--- config.mk ---
export PLATFORM = sky130hd
export DESIGN_NAME = sorted_priority_queue
export DESIGN_NICKNAME = d
export VERILOG_FILES = /design/src/hdl/spq_pkg.sv /design/src/hdl/spq_ctrl.sv /design/src/hdl/spq_dpath.sv /design/src/hdl/sorted_priority_queue.sv
export SDC_FILE = /design/constraint.sdc
export NUM_CORES = 2
export LEC_CHECK = 0
export BUFFER_PORTS_ARGS = -buffer_cell sky130_fd_sc_hd__buf_2
export CAP_MARGIN = 20
export CELL_PAD_IN_SITES_DETAIL_PLACEMENT = 0
export CELL_PAD_IN_SITES_GLOBAL_PLACEMENT = 1
export CORE_MARGIN = 3
export CORE_UTILIZATION = 45
export CTS_BUF_LIST = sky130_fd_sc_hd__clkbuf_8
export CTS_CLUSTER_DIAMETER = 40
export CTS_CLUSTER_SIZE = 30
export DETAILED_ROUTE_END_ITERATION = 7
export PLACE_DENSITY = 0.8
export SETUP_SLACK_MARGIN = 0.02
export SLEW_MARGIN = 20
export SYNTH_ARGS = -nofsm -noshare
export SYNTH_HDL_FRONTEND = slang
export SYNTH_HIERARCHICAL = 1
export SYNTH_SLANG_ARGS = --single-unit
--- constraint.sdc ---
create_clock -name clock -period 11.1 [get_ports clock]
set_clock_uncertainty 0.2 [all_clocks]
set_input_delay 2.22 -clock clock [delete_from_list [all_inputs] [get_ports clock]]
set_output_delay 2.22 -clock clock [all_outputs]
set_load 0.02 [all_outputs]
--- src/hdl/spq_pkg.sv ---
package spq_pkg;

   localparam int DEPTH  = 16;
   localparam int CNT_W  = $clog2(DEPTH + 1);
   localparam int PRIO_W = 16;
   localparam int PAY_W  = 32;
   localparam int STAT_W = 2;
   localparam int FILL_W = 5;

   typedef enum logic {
      FUNC_ENQ = 1'b0,
      FUNC_DEQ = 1'b1
   } func_type;

   typedef enum logic [STAT_W-1:0] {
      STATUS_OK    = 2'd0,
      STATUS_EMPTY = 2'd1,
      STATUS_FULL  = 2'd2
   } status_type;

   typedef struct packed {
      func_type                 func;
      logic [PRIO_W-1:0]        prio;
      logic signed [PAY_W-1:0]  payload;
   } req_word_type;

   typedef struct packed {
      status_type               status;
      logic signed [PAY_W-1:0]  out_payload;
      logic [FILL_W-1:0]        fill;
   } rsp_word_type;

   typedef enum logic {
      ST_IDLE = 1'b0,
      ST_EXEC = 1'b1
   } state_type;

   typedef struct packed {
      logic load;
      logic exec;
   } cmd_type;

endpackage

--- src/hdl/spq_ctrl.sv ---
module spq_ctrl (
   input  logic             clock,
   input  logic             reset,
   input  logic             req_valid,
   output logic             req_ready,
   output logic             rsp_valid,
   input  logic             rsp_ready,
   output spq_pkg::cmd_type cmd
);

   spq_pkg::state_type state_ff, state_in;
   logic               rsp_valid_ff, rsp_valid_in;
   logic               out_free;

   assign out_free = !rsp_valid_ff || rsp_ready;

   always_comb begin
      state_in = state_ff;
      unique case (state_ff)
         spq_pkg::ST_IDLE: begin
            if (req_valid) begin
               state_in = spq_pkg::ST_EXEC;
            end
         end
         spq_pkg::ST_EXEC: begin
            if (out_free) begin
               state_in = spq_pkg::ST_IDLE;
            end
         end
         default: state_in = spq_pkg::ST_IDLE;
      endcase
   end

   always_comb begin
      req_ready = 1'b0;
      cmd.load  = 1'b0;
      cmd.exec  = 1'b0;
      unique case (state_ff)
         spq_pkg::ST_IDLE: begin
            req_ready = 1'b1;
            cmd.load  = req_valid;
         end
         spq_pkg::ST_EXEC: begin
            cmd.exec = out_free;
         end
         default: begin
            req_ready = 1'b0;
         end
      endcase
   end

   always_comb begin
      rsp_valid_in = rsp_valid_ff;
      if (cmd.exec) begin
         rsp_valid_in = 1'b1;
      end else if (rsp_ready) begin
         rsp_valid_in = 1'b0;
      end
   end

   always_ff @(posedge clock) begin
      if (reset) begin
         state_ff     <= spq_pkg::ST_IDLE;
         rsp_valid_ff <= 1'b0;
      end else begin
         state_ff     <= state_in;
         rsp_valid_ff <= rsp_valid_in;
      end
   end

   assign rsp_valid = rsp_valid_ff;

endmodule

--- src/hdl/spq_dpath.sv ---
module spq_dpath (
   input  logic                  clock,
   input  logic                  reset,
   input  spq_pkg::cmd_type      cmd,
   input  spq_pkg::req_word_type req_word,
   output spq_pkg::rsp_word_type rsp_word
);

   spq_pkg::req_word_type      req_ff;
   spq_pkg::rsp_word_type      rsp_ff, rsp_in;
   logic [spq_pkg::PRIO_W-1:0] prio_ff [spq_pkg::DEPTH];
   logic [spq_pkg::PRIO_W-1:0] prio_in [spq_pkg::DEPTH];
   logic [spq_pkg::PAY_W-1:0]  pay_ff  [spq_pkg::DEPTH];
   logic [spq_pkg::PAY_W-1:0]  pay_in  [spq_pkg::DEPTH];
   logic [spq_pkg::CNT_W-1:0]  count_ff, count_in;
   logic [spq_pkg::DEPTH-1:0]  le;
   logic                       full;
   logic                       empty;

   assign full  = count_ff == spq_pkg::CNT_W'(spq_pkg::DEPTH);
   assign empty = count_ff == '0;

   // The list is sorted, so the cells at or below the new priority form a prefix.
   always_comb begin
      for (int i = 0; i < spq_pkg::DEPTH; i++) begin
         le[i] = (spq_pkg::CNT_W'(i) < count_ff) && (prio_ff[i] <= req_ff.prio);
      end
   end

   always_comb begin
      prio_in            = prio_ff;
      pay_in             = pay_ff;
      count_in           = count_ff;
      rsp_in             = rsp_ff;
      rsp_in.status      = spq_pkg::STATUS_OK;
      rsp_in.out_payload = '0;
      if (cmd.exec) begin
         unique case (req_ff.func)
            spq_pkg::FUNC_ENQ: begin
               if (full) begin
                  rsp_in.status = spq_pkg::STATUS_FULL;
               end else begin
                  if (!le[0]) begin
                     prio_in[0] = req_ff.prio;
                     pay_in[0]  = req_ff.payload;
                  end
                  for (int i = 1; i < spq_pkg::DEPTH; i++) begin
                     if (!le[i]) begin
                        if (le[i-1]) begin
                           prio_in[i] = req_ff.prio;
                           pay_in[i]  = req_ff.payload;
                        end else begin
                           prio_in[i] = prio_ff[i-1];
                           pay_in[i]  = pay_ff[i-1];
                        end
                     end
                  end
                  count_in = count_ff + 1'b1;
               end
            end
            spq_pkg::FUNC_DEQ: begin
               if (empty) begin
                  rsp_in.status = spq_pkg::STATUS_EMPTY;
               end else begin
                  rsp_in.out_payload = pay_ff[0];
                  for (int i = 0; i < spq_pkg::DEPTH - 1; i++) begin
                     prio_in[i] = prio_ff[i+1];
                     pay_in[i]  = pay_ff[i+1];
                  end
                  count_in = count_ff - 1'b1;
               end
            end
            default: rsp_in.status = spq_pkg::STATUS_OK;
         endcase
         rsp_in.fill = spq_pkg::FILL_W'(count_in);
      end else begin
         rsp_in = rsp_ff;
      end
   end

   always_ff @(posedge clock) begin
      if (cmd.load) begin
         req_ff <= req_word;
      end
      if (cmd.exec) begin
         rsp_ff <= rsp_in;
      end
      prio_ff <= prio_in;
      pay_ff  <= pay_in;
   end

   always_ff @(posedge clock) begin
      if (reset) begin
         count_ff <= '0;
      end else begin
         count_ff <= count_in;
      end
   end

   assign rsp_word = rsp_ff;

endmodule

--- src/hdl/sorted_priority_queue.sv ---
// A word accepted into the request register gives its result in the output register.
// No new word is taken while one is executing; a stalled result holds the next
// word in the execute step until the output register is free.
// Insert and remove each act on a row of compare-and-shift cells.
// Reset clears the entry count and the handshake state; cell contents are not cleared.
module sorted_priority_queue (
   input  logic                  clock,
   input  logic                  reset,
   input  logic                  req_valid,
   output logic                  req_ready,
   input  spq_pkg::req_word_type req_word,
   output logic                  rsp_valid,
   input  logic                  rsp_ready,
   output spq_pkg::rsp_word_type rsp_word
);

   spq_pkg::cmd_type cmd;

   spq_ctrl u_ctrl (
      .clock     (clock),
      .reset     (reset),
      .req_valid (req_valid),
      .req_ready (req_ready),
      .rsp_valid (rsp_valid),
      .rsp_ready (rsp_ready),
      .cmd       (cmd)
   );

   spq_dpath u_dpath (
      .clock    (clock),
      .reset    (reset),
      .cmd      (cmd),
      .req_word (req_word),
      .rsp_word (rsp_word)
   );

endmodule

# Word-level counts from Yosys, hierarchy flattened
# Index checks and enable logic that the tools add are counted.
# word_totals
register_bits,863
input_bits,53
out_inout_bits,41
word_cells,216
# op_classes
add_sub_neg,2
magnitude_cmp,32
eq_ne,18
muxes,82
bitwise,4
reduce_logical,37
# op_table
operator,count
32-bit two-way mux,31
480-bit one-hot mux with 2 select lines,1
512-bit two-way mux,1
16-bit two-way mux,31
480-bit two-way mux,1
240-bit one-hot mux with 2 select lines,1
16-bit <= comparator,16
256-bit two-way mux,1
240-bit two-way mux,1
4-bit AND reduction,16
4-bit by 5-bit less-than comparator with 1-bit output (first input constant),8
2-bit != test (second input constant),17
3-bit by 5-bit less-than comparator with 1-bit output (first input constant),4
1-bit logical AND,16
1-bit by 5-bit less-than comparator with 1-bit output (first input constant),2
2-bit by 5-bit less-than comparator with 1-bit output (first input constant),2
5-bit two-way mux,2
5-bit one-hot mux with 2 select lines,1
1-bit two-way mux,8
5-bit by 1-bit adder with 5-bit output (second input constant),1
5-bit == test (second input constant),1
5-bit zero test,1
5-bit by 1-bit subtractor with 5-bit output (second input constant),1
1-bit NOT,4
other kinds (7),7

# Logic depth before layout (Yosys ltp)
# logic_depth
depth_word,6
ltp_mapped,12
mapped_depth_nobuf,9

# Cells and area by module
# The synthesis kept the hierarchy.
# by_module_without_submodules
module,n_inst,cells_per_inst,area_each_um2,seq_area_each_um2
spq_dpath,1,3975,47036.4,25804.7
spq_ctrl,1,10,95.1,40.0

# Worst setup path after synthesis
# No wires, ideal clock.
# synth_timing
path_type,input to register
from,input rsp_ready
to,register u_dpath/pay_ff[320] (netlist bit) (enable)
setup_ps,469
arrival_time_ps,5918
required_ps,10431
path_slack_ps,4513
cell_stages,7
n_path_buf,3
cell_sequence,nand2b_1 -> and2_2 -> buf_4 -> clkbuf_1 -> nand2_1 -> clkbuf_1 -> a21oi_1
# synth_lines
item,line_no,rtl
"start, declared",sorted_priority_queue.sv:13,"input logic rsp_ready,"
"end signal, assigned",spq_dpath.sv:89,pay_ff <= pay_in;
"end, declared",spq_dpath.sv:13,logic [spq_pkg::PAY_W-1:0] pay_ff [spq_pkg::DEPTH];

# Final worst setup path
# layout_timing
from,register u_dpath/req_ff[44] (netlist bit)
to,register u_dpath/pay_ff[233] (netlist bit) (enable)
# layout_via
elab_chain_cells,4
# layout_lines
item,line_no,rtl
"start, declared",spq_dpath.sv:9,spq_pkg::req_word_type req_ff;
"start signal, assigned",spq_dpath.sv:83,req_ff <= req_word;
16-bit <= comparator,spq_dpath.sv:26,le[i] = (spq_pkg::CNT_W'(i) < count_ff) && (prio_ff[i] <= req_ff.prio);
1-bit logical AND,spq_dpath.sv:26,
2-bit != test (no source line),-,
4-bit AND reduction (no source line),-,
# Every way passes these cells.
# A chain may end at the register's enable or synchronous reset.

==> summary.md <==
| Metric | Value |
|---|---|
| Fmax | `about 180 MHz` |
| Crit. Startpoint | `u_dpath/req_ff[44]$_DFFE_PP_` |
| CTS H-tree depth | `4` |
| Inserted Clock Buffers | `140` |
| Clock Power Share | `37.8%` |
| FF-to-FF setup slack | `5.51 ns` |
| DRC viols | `0` |
| Hold Vio Cnt, Final | `0` |
| Crit Path Category | `register to register` |
| Vias in the first global route | `~35k` |
| Routability congestion estimate | `between 0.8 and 0.9` |
| Final setup viols | `0` |
| Family with the most delay on the worst path | `simple AND/OR/NAND/NOR gates` |
| Post-synth EDFFs | `roughly 860` |
| Power, Total | `8.300 mW` |
| RSZ-0062 raised after global routing | `no` |
| Vias | `roughly 36k` |
| Crit-path cells | `inv_1 -> ha_1 -> nand4_1 -> nor3_1 -> nand4_1 -> a21oi_1 -> or4_4 -> nand2_1 -> a31oi_4 -> buf_4` |
| VDD IR max | `0.1109 mV` |
| Worst Path Arrival | `5.87 ns` |
| Worst r2r src | `u_dpath/req_ff[44]$_DFFE_PP_` |
| Max clock buf depth | `3` |
| Crit path to | `u_dpath/pay_ff[233]$_DFFE_PP_` |
| Type of origin of the critical path | `register` |
| Synth top area share | `between 50% and 60%` |
| Quantity of hold-fixing buffers added after cts | `0` |
| Synth top area cells | `edfxtp_1, ha_1, a221o_1` |
| Yosys warns | `6` |
| Starting density of the core | `~45%` |
| M1 wire length | `about 65 mm` |
| Syn avg cell area | `11.83 um2` |
| Internal cell power | `5.833 mW` |
| Count of cell types in the netlist | `64` |
| Final Net Count | `between 4k and 5k` |
| Ys flop type | `edfxtp_1` |
| Largest net degree at the start of global routing | `240` |
| Pre-CTS setup slack | `5.601 ns` |
| HPWL Detailed | `between 90 and 100 mm` |
| DR WL/cell | `about 29 um` |
| Final ANT Viol Nets | `0` |
| Worst-Skew Late Latency | `0.87 ns` |
| IO Port Bufs | `between 90 and 100` |
| Worst r2r dst | `u_dpath/pay_ff[233]$_DFFE_PP_` |
| Top-count cell post-synth | `edfxtp_1` |
| Share of cells above drive strength 1 | `about an eighth` |
| Slew headroom | `14.65%` |
| CORE AREA | `103800 um2` |
| PD cells | `159.3 nW/um2` |
| DIE HEIGHT | `329.6 um` |
| Die Wd | `329.6 um` |
| Max incr delay on CP | `around 0.77 ns` |
| Row Count | `roughly 120` |
| Commonest cells post-synth | `edfxtp_1, nand2_1, o21ai_0` |
| Wire length on met2 | `67.37 mm` |
| Total congestion overflow | `0` |
| Slowest CP cell | `edfxtp_1` |
| # Max-Cap Violations | `0` |
| DR top layer | `met5` |
| Stages on worst setup path | `10` |
| CTS resizes | `0` |
| Clock Sink Count | `around 860` |
| Routed wl met3 | `about 18 mm` |
| Layout area overhead | `10.54%` |
| First-pass iteration count of the detailed router | `6` |
| Initial antenna violation count | `5` |
| Critical Path End Type | `register` |
| Number of buffers and inverters on the critical path | `2` |
| Worst path required time | `roughly 11 ns` |
| Final wirelength | `~160 mm` |
| Switching Fraction | `between 20% and 30%` |
| Post-Syn Nets | `approximately 4.3k` |
| Sequential area share after synthesis | `a little over half` |
| Setup TNS | `0 ns` |
| Mapped Cells | `between 3k and 4k` |
| Tmin final | `approximately 5.6 ns` |
| Worst-path maximum fanout | `50` |
| Seq cells post-synth | `around 860` |
| Tightest Pin Transition | `roughly 1.3 ns` |
| Io pins | `94` |
| Die ar. | `roughly 110000 um2` |
| Root Buffer | `clkbuf_8` |
| Worst min path class | `register to register` |
| GRT Util Overall | `28.37%` |
| Via density | `between 6 and 7` |
| Final Cycle Share | `approximately half` |
| Area leader, netlist | `edfxtp_1` |
| Worst-path clk slew | `about 0.080 ns` |
| Core Util, Final | `about half` |
| Status | `finished clean` |
| Power share of the sequential group | `48.1%` |
| Starting DRC count in detailed routing | `~5k` |
| Power share of the combinational group | `between 10 and 15%` |
| Crit-path most repeated cell | `nand4_1` |
| Post-CTS setup buffer count | `0` |
| Worst setup margin | `roughly 5.5 ns` |
| R2R depth | `10` |
| NetSw | `between 2 and 2.5 mW` |
| CTS tree | `yes` |
| Async SR Flop Fraction | `0%` |
| Synthesized area | `approximately 47000 um2` |
| Cell leakage power | `between 15 and 20 nW` |
| Final max-slew violation count | `0` |
| First-pass GRT wire length | `approximately 230 mm` |
[cell families after synthesis]
| family | Yosys count | share of synthesized area (%) |
|---|---|---|
| fa+ha+maj | 259 | 6.876 |
| mux | 292 | 6.331 |
| buf+inv | 380 | 3.385 |
| flops | 863 | 54.84 |
| xor+xnor | 2 | 0.03717 |
| compound gates | 1175 | 18.20 |
| simple gates | 1014 | 10.34 |
[registers in the layout, indices dropped and copies added, names as in the netlist]
name	flops
u_dpath/rsp_word	39
u_ctrl/rsp_valid	1
u_ctrl/state_ff	1
u_dpath/req_ff	49
u_dpath/count_ff	5
u_dpath/prio_ff	256
u_dpath/pay_ff	512
[layout make-up]
| type | instances | area [um2] |
|---|---|---|
| Antenna cell | 2 | 5.005 |
| Clock buffer | 141 | 1941 |
| Clock inverter | 118 | 1181 |
| Fill cell | 9062 | 51690 |
| Inverter | 46 | 175.2 |
| Multi-Input combinational cell | 2742 | 20120 |
| Sequential cell | 863 | 25840 |
| Tap cell | 1380 | 1727 |
| Timing Repair Buffer | 167 | 1104 |
[layer usage]
| layer | up-vias | track usage [%] |
|---|---|---|
| met5 | - | 0 |
| met4 | 6 | 11.90 |
| met3 | 313 | 7.418 |
| met2 | 2303 | 41.03 |
| met1 | 18090 | 40.37 |
| li1 | 15530 | - |
[stage by stage]
step,instances,instance area [um2],hold slack (ns)
2_1_floorplan,3985,47130,0.3178
3_3_place_gp,5196,48930,0.3125
3_5_place_dp,5196,48930,0.3128
4_1_cts,5455,52050,0.3293
5_1_grt,5458,52100,0.3641
6_report,5459,52100,0.3357
[worst register-to-register path: cells and delay by family, from the launching register on]
family	cells	cell delay, ns
flip-flops	1	0.77
buffers and inverters	2	1.29
adder cells (fa/ha/maj)	1	0.50
AND/OR/NAND/NOR	5	1.52
AO/OA/AOI/OAI	2	0.94
[power by group through the flow]
stage	clock network (mW)	logic [mW]	registers, mW
after detailed placement	0	1.14	4.05
after floorplan	0	0.765	3.99
after CTS	3.18	1.14	3.98
after global routing	3.32	1.26	4.00
final	3.14	1.17	3.99
after global placement	0	1.11	4.05
[cell usage in the layout (no fill, tap or decap), types with 7 or more instances in the layout]
| cell | instances |
|---|---|
| edfxtp_1 | 856 |
| nand2_1 | 459 |
| o21ai_0 | 325 |
| ha_1 | 259 |
| a221o_1 | 243 |
| mux2i_1 | 243 |
| and2_1 | 176 |
| a22o_1 | 175 |
| a21oi_1 | 145 |
| clkbuf_8 | 141 |
| a211o_1 | 98 |
| and3_1 | 96 |
| buf_2 | 93 |
| nor2_1 | 92 |
| buf_4 | 68 |
| nor3_1 | 61 |
| inv_1 | 60 |
| o211ai_1 | 58 |
| nand4_1 | 50 |
| mux2_2 | 49 |
| a21o_1 | 41 |
| clkinvlp_4 | 29 |
| nor2b_1 | 22 |
| bufinv_16 | 14 |
| inv_6 | 14 |
| clkinv_2 | 13 |
| a21oi_4 | 13 |
| o21ai_1 | 13 |
| nand3_1 | 12 |
| clkinv_1 | 11 |
| a211oi_1 | 11 |
| nor4_1 | 10 |
| nor2_4 | 9 |
| inv_8 | 8 |
| clkinv_4 | 8 |
| dfxtp_1 | 7 |
[worst min path at each step]
stage                                            start                            end  cells after the start
after global routing      u_dpath/pay_ff[29]$_DFFE_PP_   u_dpath/pay_ff[61]$_DFFE_PP_                      2
after global placement      u_ctrl/state_ff$_SDFF_PP0_  u_ctrl/rsp_valid$_SDFFE_PP0P_                      2
after CTS                   u_ctrl/state_ff$_SDFF_PP0_  u_ctrl/rsp_valid$_SDFFE_PP0P_                      2
after detailed placement    u_ctrl/state_ff$_SDFF_PP0_  u_ctrl/rsp_valid$_SDFFE_PP0P_                      2
after floorplan           u_dpath/pay_ff[32]$_DFFE_PP_   u_dpath/pay_ff[64]$_DFFE_PP_                      2
final                       u_ctrl/state_ff$_SDFF_PP0_     u_ctrl/state_ff$_SDFF_PP0_                      2
No activity file was read; power rests on OpenSTA's default activity.
